### src/tone_sequence_player_assert.svh
// assertion macros for the tone sequence player
// depends on nothing; included inside the module body of the files that assert
`ifndef TONE_SEQUENCE_PLAYER_ASSERT_SVH
`define TONE_SEQUENCE_PLAYER_ASSERT_SVH

// same-cycle implication, checked outside reset
`define TSP_ASSERT_IMPLY(lbl, clk, rst_n, ante, cons) \
    lbl: assert property (@(posedge clk) disable iff (!rst_n) (ante) |-> (cons)) \
        else $error("tone_sequence_player: assertion failed");

// next-cycle implication, checked outside reset
`define TSP_ASSERT_NEXT(lbl, clk, rst_n, ante, cons) \
    lbl: assert property (@(posedge clk) disable iff (!rst_n) (ante) |=> (cons)) \
        else $error("tone_sequence_player: assertion failed");

`endif

### src/tsp_pkg.sv
// types, codes and sound rom tables for the tone sequence player
// depends on nothing
package tsp_pkg;

    localparam int NUM_SOUNDS = 16;
    localparam int MAX_STEPS  = 6;
    localparam int ID_W       = 4;
    localparam int IDX_W      = 3;
    localparam int MS_W       = 9;
    localparam int HZ_W       = 11;
    localparam int MODE_W     = 2;

    localparam logic [MS_W-1:0] ELAPSED_MAX = 9'd511;

    localparam logic CMD_TICK  = 1'b0;
    localparam logic CMD_START = 1'b1;

    localparam logic [MODE_W-1:0] MODE_MUTE    = 2'd0;
    localparam logic [MODE_W-1:0] MODE_ALARMS  = 2'd1;
    localparam logic [MODE_W-1:0] MODE_MINIMAL = 2'd2;
    localparam logic [MODE_W-1:0] MODE_ALL     = 2'd3;

    localparam logic [ID_W-1:0] ALARM_ID_MIN   = 4'd10;
    localparam logic [ID_W-1:0] MINIMAL_ID_MIN = 4'd6;

    typedef struct packed {
        logic             active;
        logic             enabled;
        logic [ID_W-1:0]  sound;
        logic [IDX_W-1:0] idx;
        logic [MS_W-1:0]  elapsed;
    } t_state;

    localparam t_state STATE_RESET = '{
        active: 1'b0, enabled: 1'b1, sound: '0, idx: '0, elapsed: '0
    };

    localparam logic [IDX_W-1:0] SOUND_LEN [NUM_SOUNDS] = '{
        3'd1, 3'd1, 3'd2, 3'd2, 3'd2, 3'd2, 3'd1, 3'd3,
        3'd2, 3'd5, 3'd3, 3'd5, 3'd3, 3'd2, 3'd2, 3'd1
    };

    localparam logic [HZ_W-1:0] STEP_HZ [NUM_SOUNDS][MAX_STEPS] = '{
        '{11'd760,  11'd0,    11'd0,    11'd0,   11'd0,    11'd0},
        '{11'd560,  11'd0,    11'd0,    11'd0,   11'd0,    11'd0},
        '{11'd780,  11'd1290, 11'd0,    11'd0,   11'd0,    11'd0},
        '{11'd1290, 11'd780,  11'd0,    11'd0,   11'd0,    11'd0},
        '{11'd1000, 11'd760,  11'd800,  11'd0,   11'd0,    11'd0},
        '{11'd1000, 11'd840,  11'd0,    11'd0,   11'd0,    11'd0},
        '{11'd560,  11'd0,    11'd0,    11'd0,   11'd0,    11'd0},
        '{11'd1033, 11'd0,    11'd1033, 11'd0,   11'd0,    11'd0},
        '{11'd450,  11'd670,  11'd0,    11'd0,   11'd0,    11'd0},
        '{11'd310,  11'd0,    11'd310,  11'd0,   11'd310,  11'd0},
        '{11'd80,   11'd0,    11'd80,   11'd0,   11'd0,    11'd0},
        '{11'd840,  11'd770,  11'd0,    11'd840, 11'd1000, 11'd0},
        '{11'd445,  11'd660,  11'd890,  11'd0,   11'd0,    11'd0},
        '{11'd660,  11'd890,  11'd0,    11'd0,   11'd0,    11'd0},
        '{11'd445,  11'd660,  11'd0,    11'd0,   11'd0,    11'd0},
        '{11'd890,  11'd0,    11'd0,    11'd0,   11'd0,    11'd0}
    };

    localparam logic [MS_W-1:0] STEP_MS [NUM_SOUNDS][MAX_STEPS] = '{
        '{9'd180, 9'd0,   9'd0,   9'd0,   9'd0,   9'd0},
        '{9'd180, 9'd0,   9'd0,   9'd0,   9'd0,   9'd0},
        '{9'd120, 9'd80,  9'd0,   9'd0,   9'd0,   9'd0},
        '{9'd120, 9'd80,  9'd0,   9'd0,   9'd0,   9'd0},
        '{9'd300, 9'd200, 9'd300, 9'd0,   9'd0,   9'd0},
        '{9'd200, 9'd300, 9'd0,   9'd0,   9'd0,   9'd0},
        '{9'd160, 9'd0,   9'd0,   9'd0,   9'd0,   9'd0},
        '{9'd150, 9'd150, 9'd150, 9'd0,   9'd0,   9'd0},
        '{9'd200, 9'd50,  9'd0,   9'd0,   9'd0,   9'd0},
        '{9'd200, 9'd200, 9'd200, 9'd200, 9'd200, 9'd0},
        '{9'd200, 9'd200, 9'd350, 9'd0,   9'd0,   9'd0},
        '{9'd200, 9'd100, 9'd300, 9'd100, 9'd200, 9'd0},
        '{9'd500, 9'd400, 9'd300, 9'd0,   9'd0,   9'd0},
        '{9'd500, 9'd400, 9'd300, 9'd0,   9'd0,   9'd0},
        '{9'd500, 9'd400, 9'd300, 9'd0,   9'd0,   9'd0},
        '{9'd200, 9'd0,   9'd0,   9'd0,   9'd0,   9'd0}
    };

    function automatic logic [HZ_W-1:0] step_hz_of(input logic [ID_W-1:0] snd,
                                                   input logic [IDX_W-1:0] idx);
        logic [HZ_W-1:0] hz;
        hz = '0;
        if (idx < IDX_W'(MAX_STEPS)) begin
            hz = STEP_HZ[snd][idx];
        end
        return hz;
    endfunction

    function automatic logic [MS_W-1:0] step_ms_of(input logic [ID_W-1:0] snd,
                                                   input logic [IDX_W-1:0] idx);
        logic [MS_W-1:0] ms;
        ms = '0;
        if (idx < IDX_W'(MAX_STEPS)) begin
            ms = STEP_MS[snd][idx];
        end
        return ms;
    endfunction

    function automatic logic mode_allows(input logic [MODE_W-1:0] mode,
                                         input logic [ID_W-1:0] id);
        logic ok;
        unique case (mode)
            MODE_MUTE:    ok = 1'b0;
            MODE_ALARMS:  ok = (id > ALARM_ID_MIN);
            MODE_MINIMAL: ok = (id > MINIMAL_ID_MIN);
            MODE_ALL:     ok = 1'b1;
        endcase
        return ok;
    endfunction

endpackage

### src/tone_sequence_player.sv
// tone sequence player top level: step logic, state memory and output buffer
// depends on tsp_pkg and tone_sequence_player_assert.svh
//
// Takes one transaction per clock unless input stall is high: a start command
// picks one of 16 rom sounds and a tick command advances the playing sound by
// one millisecond. Every input transaction produces exactly one output
// transaction carrying the tone in Hz (0 for silence) and a busy flag. The
// player state lives in a one-entry synchronous memory with a registered read;
// the value written back by one transaction is forwarded to the next, so there
// is no bubble between commands. A two-entry output buffer (output register
// plus skid entry) lets the input keep flowing while a result waits; input
// stall rises only when both entries are full. The play mode register is
// sampled when a sound starts.
module tone_sequence_player (
    input  logic                       i_clk,
    input  logic                       i_rst_n,
    input  logic                       i_in_valid,
    output logic                       o_in_stall,
    input  logic                       i_cmd,
    input  logic [tsp_pkg::ID_W-1:0]   i_sound_id,
    input  logic                       i_cfg_we,
    input  logic [tsp_pkg::MODE_W-1:0] i_cfg_data,
    output logic                       o_out_valid,
    input  logic                       i_out_stall,
    output logic [tsp_pkg::HZ_W-1:0]   o_tone_hz,
    output logic                       o_busy_res
);
    import tsp_pkg::*;

    logic [MODE_W-1:0] r_play_mode;

    t_state            r_state_mem [1];
    t_state            r_rd_data;
    logic              r_mem_valid;
    logic              r_fwd_valid;
    t_state            r_fwd_data;

    logic              r_out_valid;
    logic [HZ_W-1:0]   r_out_hz;
    logic              r_out_busy;
    logic              r_skid_valid;
    logic [HZ_W-1:0]   r_skid_hz;
    logic              r_skid_busy;

    t_state            cur;
    t_state            n_state;
    logic [IDX_W-1:0]  len;
    logic [MS_W-1:0]   el_inc;
    logic              n_busy;
    logic [HZ_W-1:0]   n_hz;
    logic              in_acc;
    logic              out_acc;

    assign in_acc  = i_in_valid && !r_skid_valid;
    assign out_acc = r_out_valid && !i_out_stall;

    // current state with write-back forwarding
    always_comb begin
        if (r_fwd_valid) begin
            cur = r_fwd_data;
        end else if (r_mem_valid) begin
            cur = r_rd_data;
        end else begin
            cur = STATE_RESET;
        end
    end

    always_comb begin
        n_state = cur;
        len     = SOUND_LEN[cur.sound];
        el_inc  = (cur.elapsed == ELAPSED_MAX) ? cur.elapsed : cur.elapsed + 1'b1;
        if (i_cmd == CMD_START) begin
            n_state.sound   = i_sound_id;
            n_state.idx     = '0;
            n_state.elapsed = '0;
            n_state.enabled = mode_allows(r_play_mode, i_sound_id);
            n_state.active  = (SOUND_LEN[i_sound_id] != '0);
        end else if (cur.active && cur.enabled) begin
            n_state.elapsed = el_inc;
            if (cur.idx < len && el_inc >= step_ms_of(cur.sound, cur.idx)) begin
                n_state.idx     = cur.idx + 1'b1;
                n_state.elapsed = '0;
            end
            if (n_state.idx >= len) begin
                n_state.active = 1'b0;
            end
        end
        n_busy = n_state.active && n_state.enabled;
        n_hz   = '0;
        if (n_busy && n_state.idx < SOUND_LEN[n_state.sound]) begin
            n_hz = step_hz_of(n_state.sound, n_state.idx);
        end
    end

    always_ff @(posedge i_clk) begin
        if (!i_rst_n) begin
            r_play_mode <= MODE_ALL;
        end else if (i_cfg_we) begin
            r_play_mode <= i_cfg_data;
        end
    end

    // state memory, read before write
    always_ff @(posedge i_clk) begin
        r_rd_data <= r_state_mem[0];
        if (in_acc) begin
            r_state_mem[0] <= n_state;
        end
    end

    always_ff @(posedge i_clk) begin
        r_fwd_data <= n_state;
    end

    always_ff @(posedge i_clk) begin
        if (!i_rst_n) begin
            r_mem_valid <= 1'b0;
            r_fwd_valid <= 1'b0;
        end else begin
            r_fwd_valid <= in_acc;
            if (in_acc) begin
                r_mem_valid <= 1'b1;
            end
        end
    end

    // output register plus skid entry
    always_ff @(posedge i_clk) begin
        if (!i_rst_n) begin
            r_out_valid  <= 1'b0;
            r_skid_valid <= 1'b0;
        end else begin
            if (r_skid_valid) begin
                if (out_acc) begin
                    r_skid_valid <= 1'b0;
                end
            end else if (in_acc) begin
                if (!r_out_valid || out_acc) begin
                    r_out_valid <= 1'b1;
                end else begin
                    r_skid_valid <= 1'b1;
                end
            end else if (out_acc) begin
                r_out_valid <= 1'b0;
            end
        end
    end

    always_ff @(posedge i_clk) begin
        if (r_skid_valid) begin
            if (out_acc) begin
                r_out_hz   <= r_skid_hz;
                r_out_busy <= r_skid_busy;
            end
        end else if (in_acc) begin
            if (!r_out_valid || out_acc) begin
                r_out_hz   <= n_hz;
                r_out_busy <= n_busy;
            end else begin
                r_skid_hz   <= n_hz;
                r_skid_busy <= n_busy;
            end
        end
    end

    assign o_in_stall  = r_skid_valid;
    assign o_out_valid = r_out_valid;
    assign o_tone_hz   = r_out_hz;
    assign o_busy_res  = r_out_busy;

    `include "tone_sequence_player_assert.svh"

    `TSP_ASSERT_IMPLY(a_skid_behind_out, i_clk, i_rst_n, r_skid_valid, r_out_valid)
    `TSP_ASSERT_IMPLY(a_silent_when_idle, i_clk, i_rst_n, r_out_valid && !r_out_busy,
                      r_out_hz == '0)
    `TSP_ASSERT_IMPLY(a_idx_in_range, i_clk, i_rst_n, 1'b1,
                      cur.idx <= SOUND_LEN[cur.sound] || !r_mem_valid)
    `TSP_ASSERT_NEXT(a_fwd_after_accept, i_clk, i_rst_n, in_acc,
                     r_fwd_valid && r_mem_valid && r_out_valid)

endmodule
### config.mk
export PLATFORM = sky130hd
export DESIGN_NAME = tone_sequence_player
export DESIGN_NICKNAME = d
export VERILOG_FILES = /design/src/tsp_pkg.sv /design/src/tone_sequence_player.sv
export VERILOG_INCLUDE_DIRS = /design/src /design/src/src
export SDC_FILE = /design/constraint.sdc
export NUM_CORES = 1
export LEC_CHECK = 0
export ABC_AREA = 1
export BUFFER_PORTS_ARGS = -buffer_cell sky130_fd_sc_hd__buf_4
export CAP_MARGIN = 25
export CORE_MARGIN = 10
export CORE_UTILIZATION = 45
export DETAILED_ROUTE_END_ITERATION = 6
export GPL_TIMING_DRIVEN = 0
export SETUP_SLACK_MARGIN = 0.3
export SLEW_MARGIN = 15
export SYNTH_ARGS = -nofsm -noshare
export SYNTH_HDL_FRONTEND = slang
export SYNTH_SLANG_ARGS = --single-unit
### constraint.sdc
create_clock -name i_clk -period 6.28 [get_ports i_clk]
set_input_delay 0.942 -clock i_clk [delete_from_list [all_inputs] [get_ports i_clk]]
set_output_delay 0.942 -clock i_clk [all_outputs]
set_load 0.005 [all_outputs]
==> reports/summary.txt <==
Die area: 16800 µm²
Leakage power of the design: 2.98 nW
Hold Crit Class: reg -> reg
Share of layout cells above drive strength 1: 15.9%
Synthesized instance count: 708
Total clock sinks: 84
VDD IR-drop max: 0.170 mV
CTS tree: done
Final period util: 86.1%
GRT Util Overall: 16.1%
CP startpoint: r_fwd_valid$_SDFF_PN0_
Number of DRC markers in iteration 0: 474
Number of max-cap violations: 0
Vias/cell: 5.28
Minimum clock period: 5410 ps
RSZ-0062 raised after global routing: false
Status: complete, but fails checks
# rows: 39
Via count of the first global-routing pass: 4529
Kind of critical path: reg -> reg
Initial Util: 46.6%
Core ar.: 11600 µm²
Max-slew violations: 0
Sequential area share after synthesis: 38.8%
Area of the multi-input gates: 2830 µm²
CP max-delay cell: a22oi_1
Port buffer count: 25
Ys flop type: edfxtp_1
Yosys reg bits: 84
Mean Syn Cell Area: 7.65 µm²
Worst Skew: 5.37 ps
Clk root buf: clkbuf_16
Combinational share of power: 25.5%
Hold Slack: 338 ps
Final WS setup: 873 ps
Hold Crit Start: r_state_mem[0][11]$_DFFE_PP_
Ant diodes: 0
DR WL/cell: 14.6 µm
Power per cell area: 271 nW/µm²
Post-DP HPWL: 10200 µm
Initial antenna violation count: 0
Crit path DAT: 5570 ps
CP most frequent cell: nand2_1
Cell Int Power: 1.17 mW
CTS Buf Count: 9
Yosys cell types: 52
CP endpoint kind: register
Final core utilization: 53.0%
Max Clk Rate: 185 MHz
Finish-stage setup viols: 0
Critical path data required time: 6440 ps
# DRC: 7
Failing checks: DRC
I/O pins: 26
Reg2Reg Launch Point: r_fwd_valid$_SDFF_PN0_
Reg2Reg Depth: 28
Slew @ Worst Pin: 964 ps
DR pass1 iterations: 7
Overall power: 1.67 mW
FF+latch area: 2100 µm²
Htree depth: 3
Gp weighted congestion: 0.913
Synth Net Count: 756
Crit path largest cell delay: 650 ps
Sequential power share: 38.4%
Commonest non-fill, non-tap cell in the layout: nand2_1
Routed wire length: 13100 µm
First-pass GRT wire length: 22100 µm
EDFF count, synth: 42
Max_slew headroom: 35.5%
CP max FO: 11
Commonest cells after routing, fill and taps aside: nand2_1, inv_1, nand3_1, nor2_1, edfxtp_1
Routed Antenna Nets: 0
Largest net degree at the start of global routing: 20
CP Launch Type: register
Filler cell count in the final layout: 1133
Area grow syn2layout: 13.6%
Die Ht: 130 µm
Setup TNS: 0 ps
Grt total ovfl: 0
Longest Clk Path Bufs: 2
Hold path cells: 0
Net Switching: 0.502 mW
Clk network pwr share: 36.1%
Vias: 4718
Final Hold Violating Endpoints: 0
Switch share: 30.0%
Die width: 130 µm
Fin nets: 793
Yosys Warn Count: 0
Clock latency on the worst-skew pair: 340 ps
Pre-CTS setup slack: 834 ps
Clock Pin Slew Worst Setup and Hold Paths: 60 ps
Post-synth ARST share: 0%
Mapped Area: 5410 µm²
routing by layer:
metal  track usage [%]  share of wire (%)
met5                 0                  0
met4              5.09                1.5
met1              22.2                 49
met3              3.22                5.4
met2              24.7                 44
kinds of logic (layout without fill, tap and decap cells):
logic type,Yosys count,count (layout),share of synthesized area (%)
flops,84,84,38.8
xor+xnor,5,5,0.809
fa+ha+maj,36,36,8.32
compound gates,117,117,13.7
simple gates,353,353,29.3
buf+inv,113,155,9.08
registers in the layout, indices dropped and copies added (netlist names):
register     flops
o_busy_res       1
o_in_stall       1
o_out_valid      1
o_tone_hz       11
r_fwd_data      18
r_fwd_valid      1
r_mem_valid      1
r_play_mode      2
r_rd_data       18
r_skid_busy      1
r_skid_hz       11
r_state_mem     18
cells in the mapped netlist (2+ instances only):
cell type  number  area, µm²
buf_6           3       33.8
nand2_1       197        739
clkbuf_1        2       7.51
o221ai_1        3       26.3
a21oi_2         4       35.0
edfxtp_1       42       1260
nor3_1          7       35.0
a22oi_1         6       45.0
nand2_4         3       33.8
xor2_1          4       35.0
o31ai_1         2       15.0
nand3_1        57        285
buf_1           2       7.51
o211ai_1        3       22.5
a211oi_1        4       30.0
a31oi_1         8       50.1
o21ai_0        38        190
nor2_1         47        176
and3_1          2       12.5
inv_4           2       12.5
nor2_2          2       12.5
buf_4           2       15.0
ha_1           36        450
nand2_2        16        100
buf_2          13       65.1
a21oi_1        30        150
nand4_1         9       56.3
dfxtp_1        42        841
o21a_1          2       15.0
inv_1          79        297
o21ai_2         6       52.6
inv_2           9       33.8
nor3_2          3       30.0
nand3_2         5       50.1
through the flow:
step / cell area (µm²) / cells
after floorplan: 5410 / 708
after global placement: 5780 / 876
after detailed placement: 5780 / 876
after CTS: 6130 / 892
after global routing: 6150 / 893
final: 6150 / 893
power groups by stage:
| stage | registers, mW | clock network, mW | logic (mW) |
|---|---|---|---|
| after floorplan | 0.652 | 0 | 0.305 |
| after global placement | 0.652 | 0 | 0.413 |
| after detailed placement | 0.654 | 0 | 0.420 |
| after CTS | 0.642 | 0.616 | 0.422 |
| after global routing | 0.646 | 0.638 | 0.488 |
| final | 0.642 | 0.603 | 0.426 |
critical path: cells and delay by family (launching register included):
family,cells,cell delay [ps]
compound gates,7,1860
fa+ha+maj,2,600
simple gates,14,1600
buf+inv,5,870
flops,1,320
cell type report:
type / instances / share of cell area [%]
tap: 143 / 2.91
timing repair buffer: 26 / 3.17
clock inverter: 4 / 1.26
inverter: 90 / 5.57
buffer: 23 / 2.42
clock buffer: 12 / 4.52
sequential: 84 / 34.2
multi-input combinational: 511 / 46.0
worst paths after layout:
path / endpoint / slack [ps]
hold reg to reg: r_rd_data[11]$_DFF_P_ / 340
setup reg to reg: r_skid_hz[9]$_DFFE_PP_ / 870
hold / removal: r_rd_data[11]$_DFF_P_ / 340
setup / recovery: r_skid_hz[9]$_DFFE_PP_ / 870
what timing repair did:
item | 4_1_cts | 5_1_grt
gates resized for setup | 0 | 3
setup buffers | 0 | 0
endpoints found under the setup margin | 0 | 20
hold buffers | 0 | 0
Power figures use the tool's default switching activity.
